File: src/smtx_pkg.sv
`timescale 1ns / 1ps

package smtx_pkg;

  // Event codes on the input mode field
  localparam logic [2:0] MODE_PUSH   = 3'd0;
  localparam logic [2:0] MODE_START  = 3'd1;
  localparam logic [2:0] MODE_BIT    = 3'd2;
  localparam logic [2:0] MODE_CLK_HI = 3'd3;
  localparam logic [2:0] MODE_CLK_LO = 3'd4;

  // Bits per byte and the reload value of the bit counter
  localparam logic [3:0] BITS_PER_BYTE = 4'd8;

  typedef enum logic [1:0] {
    LINK_IDLE = 2'd0,
    LINK_INIT = 2'd1,
    LINK_RUN  = 2'd2,
    LINK_DOWN = 2'd3
  } link_state_t;

  // Classified operation handed from front to back
  typedef enum logic [2:0] {
    OP_PUSH   = 3'd0,
    OP_START  = 3'd1,
    OP_BIT    = 3'd2,
    OP_CLK_HI = 3'd3,
    OP_CLK_LO = 3'd4,
    OP_NONE   = 3'd5
  } op_t;

  typedef struct packed {
    logic [2:0] mode;
    logic [7:0] byte_in;
  } in_item_t;

  typedef struct packed {
    logic       mosi;
    logic       sclk;
    logic [1:0] link_state;
    logic [3:0] fifo_level;
    logic [7:0] overflow_count;
    logic [7:0] bytes_sent;
  } out_item_t;

  typedef struct packed {
    op_t        op;
    logic [7:0] data;
  } cmd_t;

endpackage

File: src/smtx_front.sv
`timescale 1ns / 1ps

module smtx_front (
  input  logic              clk,
  input  logic              rst_n,
  input  logic              in_valid,
  output logic              in_ready,
  input  smtx_pkg::in_item_t in_item,
  output logic              cmd_valid,
  input  logic              cmd_ready,
  output smtx_pkg::cmd_t    cmd
);

  smtx_pkg::cmd_t q_r [2];
  logic           wr_ptr_r, wr_ptr_nxt;
  logic           rd_ptr_r, rd_ptr_nxt;
  logic [1:0]     cnt_r, cnt_nxt;
  smtx_pkg::cmd_t dec;
  logic           push;
  logic           pop;

  // Classify the incoming event
  always_comb begin
    dec.data = in_item.byte_in;
    unique case (in_item.mode)
      smtx_pkg::MODE_PUSH:   dec.op = smtx_pkg::OP_PUSH;
      smtx_pkg::MODE_START:  dec.op = smtx_pkg::OP_START;
      smtx_pkg::MODE_BIT:    dec.op = smtx_pkg::OP_BIT;
      smtx_pkg::MODE_CLK_HI: dec.op = smtx_pkg::OP_CLK_HI;
      smtx_pkg::MODE_CLK_LO: dec.op = smtx_pkg::OP_CLK_LO;
      default:               dec.op = smtx_pkg::OP_NONE;
    endcase
  end

  // Two-entry command queue between front and back
  assign in_ready  = (cnt_r != 2'd2);
  assign push      = in_valid && in_ready;
  assign cmd_valid = (cnt_r != 2'd0);
  assign pop       = cmd_valid && cmd_ready;
  assign cmd       = q_r[rd_ptr_r];

  always_comb begin
    wr_ptr_nxt = push ? ~wr_ptr_r : wr_ptr_r;
    rd_ptr_nxt = pop ? ~rd_ptr_r : rd_ptr_r;
    cnt_nxt    = cnt_r + {1'b0, push} - {1'b0, pop};
  end

  always_ff @(posedge clk) begin
    if (!rst_n) begin
      wr_ptr_r <= 1'b0;
      rd_ptr_r <= 1'b0;
      cnt_r    <= 2'd0;
    end else begin
      wr_ptr_r <= wr_ptr_nxt;
      rd_ptr_r <= rd_ptr_nxt;
      cnt_r    <= cnt_nxt;
    end
  end

  // Hold queue payload
  always_ff @(posedge clk) begin
    if (push) begin
      q_r[wr_ptr_r] <= dec;
    end
  end

endmodule

File: src/smtx_back.sv
`timescale 1ns / 1ps

module smtx_back #(
  parameter int FIFO_DEPTH = 16
) (
  input  logic               clk,
  input  logic               rst_n,
  input  logic               cmd_valid,
  output logic               cmd_ready,
  input  smtx_pkg::cmd_t     cmd,
  output logic               out_valid,
  input  logic               out_ready,
  output smtx_pkg::out_item_t out_item
);

  localparam int PTR_W = $clog2(FIFO_DEPTH);
  localparam int LVL_W = PTR_W + 1;
  localparam int EXT_W = (LVL_W > 4) ? LVL_W : 4;

  logic [7:0]             mem [FIFO_DEPTH];
  logic [7:0]             rd_q_r;

  logic [PTR_W-1:0]       rp_r, rp_nxt, rp_inc;
  logic [PTR_W-1:0]       wp_r, wp_nxt, wp_inc;
  logic [7:0]             sr_r, sr_nxt, sr_sel;
  logic [3:0]             bc_r, bc_nxt;
  smtx_pkg::link_state_t  phase_r, phase_nxt;
  logic [7:0]             rej_r, rej_nxt;
  logic [7:0]             sent_r, sent_nxt;
  logic                   mosi_r, mosi_nxt;
  logic                   sclk_r, sclk_nxt;
  logic                   empty, full;
  logic                   mem_we;
  logic                   pop;
  logic                   out_valid_r, out_valid_nxt;
  smtx_pkg::out_item_t    out_item_r, res;
  logic [LVL_W-1:0]       lvl;
  logic [EXT_W-1:0]       lvl_ext;

  // Take a command whenever the output slot is free or being drained
  assign cmd_ready = !out_valid_r || out_ready;
  assign pop       = cmd_valid && cmd_ready;

  assign rp_inc = (rp_r == PTR_W'(FIFO_DEPTH - 1)) ? '0 : rp_r + 1'b1;
  assign wp_inc = (wp_r == PTR_W'(FIFO_DEPTH - 1)) ? '0 : wp_r + 1'b1;
  assign empty  = (rp_r == wp_r);
  assign full   = (wp_inc == rp_r);

  // Execute the event: next state of the link and counters
  always_comb begin
    rp_nxt    = rp_r;
    wp_nxt    = wp_r;
    sr_nxt    = sr_r;
    bc_nxt    = bc_r;
    phase_nxt = phase_r;
    rej_nxt   = rej_r;
    sent_nxt  = sent_r;
    mosi_nxt  = mosi_r;
    sclk_nxt  = sclk_r;
    mem_we    = 1'b0;
    sr_sel    = sr_r;
    if (pop) begin
      unique case (cmd.op)
        smtx_pkg::OP_PUSH: begin
          if (full) begin
            rej_nxt = rej_r + 8'd1;
          end else begin
            mem_we = 1'b1;
            wp_nxt = wp_inc;
          end
        end
        smtx_pkg::OP_START: begin
          if (!empty && phase_r == smtx_pkg::LINK_IDLE) begin
            bc_nxt    = smtx_pkg::BITS_PER_BYTE;
            phase_nxt = smtx_pkg::LINK_INIT;
          end
        end
        smtx_pkg::OP_BIT: begin
          if (phase_r == smtx_pkg::LINK_INIT || phase_r == smtx_pkg::LINK_RUN) begin
            if (bc_r == smtx_pkg::BITS_PER_BYTE && empty) begin
              phase_nxt = smtx_pkg::LINK_DOWN;
            end else begin
              if (bc_r == smtx_pkg::BITS_PER_BYTE) begin
                sr_sel   = rd_q_r;
                sent_nxt = sent_r + 8'd1;
                rp_nxt   = rp_inc;
                bc_nxt   = 4'd1;
              end else begin
                bc_nxt = bc_r + 4'd1;
              end
              mosi_nxt  = sr_sel[7];
              sr_nxt    = {sr_sel[6:0], 1'b0};
              phase_nxt = smtx_pkg::LINK_RUN;
            end
          end
        end
        smtx_pkg::OP_CLK_HI: begin
          sclk_nxt = (phase_r == smtx_pkg::LINK_RUN || phase_r == smtx_pkg::LINK_DOWN);
        end
        smtx_pkg::OP_CLK_LO: begin
          sclk_nxt = 1'b0;
          if (phase_r == smtx_pkg::LINK_DOWN) begin
            phase_nxt = smtx_pkg::LINK_IDLE;
          end
        end
        default: begin
        end
      endcase
    end
  end

  // Status after the event
  always_comb begin
    if (wp_nxt >= rp_nxt) begin
      lvl = {1'b0, wp_nxt} - {1'b0, rp_nxt};
    end else begin
      lvl = {1'b0, wp_nxt} + LVL_W'(FIFO_DEPTH) - {1'b0, rp_nxt};
    end
    lvl_ext            = EXT_W'(lvl);
    res.mosi           = mosi_nxt;
    res.sclk           = sclk_nxt;
    res.link_state     = phase_nxt;
    res.fifo_level     = lvl_ext[3:0];
    res.overflow_count = rej_nxt;
    res.bytes_sent     = sent_nxt;
  end

  always_comb begin
    if (pop) begin
      out_valid_nxt = 1'b1;
    end else if (out_ready) begin
      out_valid_nxt = 1'b0;
    end else begin
      out_valid_nxt = out_valid_r;
    end
  end

  assign out_valid = out_valid_r;
  assign out_item  = out_item_r;

  // Control and state registers
  always_ff @(posedge clk) begin
    if (!rst_n) begin
      rp_r        <= '0;
      wp_r        <= '0;
      sr_r        <= 8'd0;
      bc_r        <= 4'd0;
      phase_r     <= smtx_pkg::LINK_IDLE;
      rej_r       <= 8'd0;
      sent_r      <= 8'd0;
      mosi_r      <= 1'b0;
      sclk_r      <= 1'b0;
      out_valid_r <= 1'b0;
    end else begin
      rp_r        <= rp_nxt;
      wp_r        <= wp_nxt;
      sr_r        <= sr_nxt;
      bc_r        <= bc_nxt;
      phase_r     <= phase_nxt;
      rej_r       <= rej_nxt;
      sent_r      <= sent_nxt;
      mosi_r      <= mosi_nxt;
      sclk_r      <= sclk_nxt;
      out_valid_r <= out_valid_nxt;
    end
  end

  // Load the result register on each executed transaction
  always_ff @(posedge clk) begin
    if (pop) begin
      out_item_r <= res;
    end
  end

  // Write the byte store
  always_ff @(posedge clk) begin
    if (mem_we) begin
      mem[wp_r] <= cmd.data;
    end
  end

  // Prefetch the head entry; bypass a write to the same address
  always_ff @(posedge clk) begin
    if (mem_we && wp_r == rp_nxt) begin
      rd_q_r <= cmd.data;
    end else begin
      rd_q_r <= mem[rp_nxt];
    end
  end

  a_bc_range: assert property (@(posedge clk) disable iff (!rst_n)
    bc_r <= smtx_pkg::BITS_PER_BYTE)
    else $error("bit counter beyond one byte");

  a_run_bc: assert property (@(posedge clk) disable iff (!rst_n)
    phase_r == smtx_pkg::LINK_RUN |-> bc_r != 4'd0)
    else $error("link running with no bit sent");

  a_push_adv: assert property (@(posedge clk) disable iff (!rst_n)
    (pop && cmd.op == smtx_pkg::OP_PUSH && !full) |=> wp_r == $past(wp_inc))
    else $error("accepted push did not advance write pointer");

  a_sent_src: assert property (@(posedge clk) disable iff (!rst_n)
    !(pop && cmd.op == smtx_pkg::OP_BIT) |=> $stable(sent_r) && $stable(rp_r))
    else $error("byte popped outside a bit tick");

endmodule

File: src/spi_master_tx_serializer_core.sv
`timescale 1ns / 1ps

// SPI master transmit serializer, mode 0, MSB first.
// Input channel (in_valid/in_ready/in_item) carries one event per transaction:
// push a byte into the transmit ring buffer, start a transfer, or one of the
// three timer phases (bit tick drives MOSI, clock-high raises SCLK, clock-low
// lowers SCLK and closes a teardown). The buffer holds FIFO_DEPTH-1 bytes;
// pushes into a full buffer are dropped and counted.
// Output channel (out_valid/out_ready/out_item) returns exactly one status
// transaction per event: line levels, link state, buffer level and the
// overflow and sent-byte counters as they stand after that event.
// An accepted event waits in the command queue, is executed by the back end,
// and its status is loaded into the result register that drives out_item.
// Throughput: one event per cycle while out_ready stays high; the byte store
// is one write port and one registered read port kept loaded with the head
// entry.
// A two-entry command queue sits between the decode front and the execute
// back; when the receiver stalls, the result register holds, the queue
// fills and in_ready drops after two more events.
// Reset (rst_n low, synchronous) empties the buffer and queue, zeroes the
// counters and lines and puts the link in idle; no result is pending.
module spi_master_tx_serializer_core #(
  parameter int FIFO_DEPTH = 16
) (
  input  logic                clk,
  input  logic                rst_n,
  input  logic                in_valid,
  output logic                in_ready,
  input  smtx_pkg::in_item_t  in_item,
  output logic                out_valid,
  input  logic                out_ready,
  output smtx_pkg::out_item_t out_item
);

  logic           cmd_valid;
  logic           cmd_ready;
  smtx_pkg::cmd_t cmd;

  // Decode and queue events
  smtx_front u_front (
    .clk       (clk),
    .rst_n     (rst_n),
    .in_valid  (in_valid),
    .in_ready  (in_ready),
    .in_item   (in_item),
    .cmd_valid (cmd_valid),
    .cmd_ready (cmd_ready),
    .cmd       (cmd)
  );

  // Execute events and report status
  smtx_back #(
    .FIFO_DEPTH (FIFO_DEPTH)
  ) u_back (
    .clk       (clk),
    .rst_n     (rst_n),
    .cmd_valid (cmd_valid),
    .cmd_ready (cmd_ready),
    .cmd       (cmd),
    .out_valid (out_valid),
    .out_ready (out_ready),
    .out_item  (out_item)
  );

endmodule

File: config.mk
export PLATFORM = sky130hd
export DESIGN_NAME = spi_master_tx_serializer_core
export DESIGN_NICKNAME = d
export VERILOG_FILES = /design/src/smtx_pkg.sv /design/src/smtx_front.sv /design/src/smtx_back.sv /design/src/spi_master_tx_serializer_core.sv
export SDC_FILE = /design/constraint.sdc
export NUM_CORES = 1
export LEC_CHECK = 0
export ABC_CLOCK_PERIOD_IN_PS = 5800
export CORE_UTILIZATION = 55
export DETAILED_ROUTE_END_ITERATION = 6
export DONT_BUFFER_PORTS = 1
export GPL_TIMING_DRIVEN = 0
export PLACE_DENSITY = 0.7
export SLEW_MARGIN = 0
export SYNTH_ARGS = -nofsm -noshare
export SYNTH_HDL_FRONTEND = slang
export SYNTH_HIERARCHICAL = 1
export SYNTH_SLANG_ARGS = --single-unit
File: constraint.sdc
create_clock -name clk -period 5.8 [get_ports clk]
set_input_delay 0.58 -clock clk [delete_from_list [all_inputs] [get_ports clk]]
set_output_delay 0.58 -clock clk [all_outputs]
set_load 0.03 [all_outputs]
==> results.cfg <==
[outcome]
status = finished clean

[sta]
finalCritPeriodShare_pct = 67.1
fmax_mhz = 257
hold_violations = 0
relSlewSlack_pct = 8.98
final-setup-viol-count = 0
rsz0062_at_grt = false
skew_ns = 0.0126
tns_ns = 0
min_period_ns = 3.89
setup_ws_ns = 1.91
tightest_slew_ns = 1.35
slew_viol_final = 0

[synthesis]
synthTopCellsByArea = edfxtp_1, dfxtp_1, mux4_2, ha_1, mux2_2
synth_area_um2 = 9270
yosysMostFrequentCell = edfxtp_1
synth_top_cell_by_area = edfxtp_1
synthArstFlopShare_pct = 0
seq_area_frac_synth_pct = 67.0
synth_ff_type = edfxtp_1
synthTopCellsByCount = edfxtp_1, dfxtp_1, mux4_2
syn_nets = 624
synth_area_per_cell_um2 = 15.7
synth-seq-cells = 223
netlist.area_leader.share_pct = 56.4
yosysUniqueCellTypes = 63
synth-edff-count = 174
yosys_warnings = 6
syn-instance-count = 590

[clocking]
tritoncts = yes
cts.sinks = 223
post_cts_resized = 0
htreeDepth = 1
cts_root_buffer = clkbuf_16
postCtsHoldBufs = 0
cts_inserted_buffers = 23
cts_buffer_depth = 3
clk_latency_ns = 0.51
cts_setup_buffers = 0
clk_pin_slew_ns = 0.06

[placed_design]
dp_hpwl_um = 11600
place.gp.congestion = 0.864
place_ws_ns = 1.91
port_buffers = 0

[grt]
grt_use_total_pct = 20.8
antenna_found_initial = 0
grt_max_degree = 27
grt_pass1_vias = 5139
grt_pass1_wl_um = 27900
overflow = 0

[finish]
drive_above_1_share_pct = 17.4
fill_cells = 1171
n_antenna_cell = 0
area_growth_pct = 11.2
final_nets = 650

[power]
clock_power_share_pct = 36.0
max-vdd-ir-drop_mv = 0.323
p_sw_mw = 1.08
p_seq_share_pct = 53.3
p_int_mw = 2.94
p_leak_nw = 3.51
p_comb_share_pct = 10.7
p_sw_share_pct = 26.8
p_per_area_nw_per_um2 = 390
power_mw = 4.02

[drt]
ant_nets = 0
routed-via-count = 5054
first_iter_violations = 360
post_drt_via_cell_ratio = 5.92
drtPass1Iterations = 4
routedWlPerCell_um = 20.5
drc_errors = 0
wl_um = 17400

[worst_hold_path]
hold_path_depth = 0
hold_class = input port to flop
hp-start = in_item[2]
whs_endpoint = u_front/q_r[0][2]

[critical_path]
cp-start-kind = flop
crit_type = flop to flop
timing.reg2reg.setup_slack_ns = 1.91
worstSetupEndpointType = flop
crit_fanout = 10
worst_ep_required_time_ns = 6.05
worstRegToRegCells = 12
worst_r2r_endpoint = u_back/out_item[19]
crit_arrival_ns = 4.14

[die]
initial_utilization_pct = 56.1
core-area_um2 = 16500
rows = 47
die_w_um = 132
ioPinCount = 41
fp.dieH_um = 132
dieArea_um2 = 17400

[flow_run]
maxCapViolations = 0
-- cells by family (layout without fill, tap and decap cells) --
kind of cell	Yosys count	after routing	share of synthesized area, %
xor gates and xnor gates	27	27	2.75
AOI/OAI and AO/OA	88	88	6.28
buffers and inverters	40	83	1.85
DFF	223	223	67.0
and+or+nand+nor	133	133	8.41
adders and majority gates	19	19	2.65
muxes	60	60	11.1
-- power groups by stage --
stage / Sequential [mW] / Clock [mW] / Combinational, mW
after floorplan: 2.16 / 0 / 0.313
after global routing: 2.15 / 1.54 / 0.478
after global placement: 2.18 / 0 / 0.402
final: 2.14 / 1.45 / 0.429
after detailed placement: 2.18 / 0 / 0.429
after CTS: 2.15 / 1.47 / 0.432
-- worst max-delay path by stage --
stage / start / to / cells after the start
CTS: flop / u_back/out_item[19] / 12
finish: flop / u_back/out_item[19] / 12
global placement: flop / u_back/out_item[19] / 12
floorplan: flop / u_back/out_item[19] / 12
global route: flop / u_back/out_item[19] / 12
detailed placement: flop / u_back/out_item[19] / 12
-- sequential cells by signal, indices dropped and copies added, names as in the netlist, 2 cells and up, named ones only --
signal	flops
u_back/rp_r	4
u_front/q_r	22
u_back/wp_r	4
u_back/sent_r	8
u_back/sr_r	7
u_front/cnt_r	2
u_back/out_item	24
u_back/mem	128
u_back/rej_r	8
u_back/bc_r	4
u_back/phase_r	2
-- layout make-up --
| cell class | instances | area, um2 | area share, % |
|---|---|---|---|
| Buffer | 20 | 96.3 | 0.935 |
| Clock buffer | 31 | 636 | 6.17 |
| Clock inverter | 11 | 115 | 1.12 |
| Inverter | 20 | 75.1 | 0.729 |
| Multi-Input combinational cell | 327 | 2890 | 28.1 |
| Sequential cell | 223 | 6210 | 60.2 |
| Tap cell | 220 | 275 | 2.67 |
| Timing Repair Buffer | 1 | 7.51 | 0.0729 |
-- metal layers --
layer	part of all wire, %	vias to the layer above	track usage, %
met1	44	2550	29.0
met5	0	-	0
met3	6.4	18	4.38
li1	-	2323	-
met2	49	163	33.9
met4	1.0	0	4.52
-- critical path, cell delays in order, from the launching register on --
cell	delay [ns]
dfxtp_1	0.34
buf_2	0.25
mux2_2	0.43
nor3b_4	0.40
nand4_2	0.22
nor3_4	0.39
buf_6	0.20
mux2i_1	0.47
ha_1	0.31
a21o_1	0.17
a21oi_1	0.20
xnor2_1	0.16
xnor2_1	0.09
-- stage by stage --
stage	instance area [um2]	util (%)	hold slack [ns]	cells
after floorplan	9270	-	0.458	590
after global placement	9540	57.7	0.470	810
after detailed placement	9550	57.8	0.481	811
after CTS	10300	62.3	0.154	853
after global routing	10300	62.4	0.142	853
final	10300	62.4	0.165	853
-- placed cells by master (no fill, tap or decap), drive strengths merged, types with 8 or more instances in the layout --
cell type	n
xnor2	17
and2	25
nand2	21
clkbuf	41
nand2b	10
mux4	32
a22oi	14
nand4	11
nor2	28
xor2	10
mux2	17
buf	11
mux2i	11
o21ai	19
dfxtp	49
nor3	10
clkinv	8
inv	20
ha	18
a21oi	27
edfxtp	174
Power figures use the tool's default switching activity.
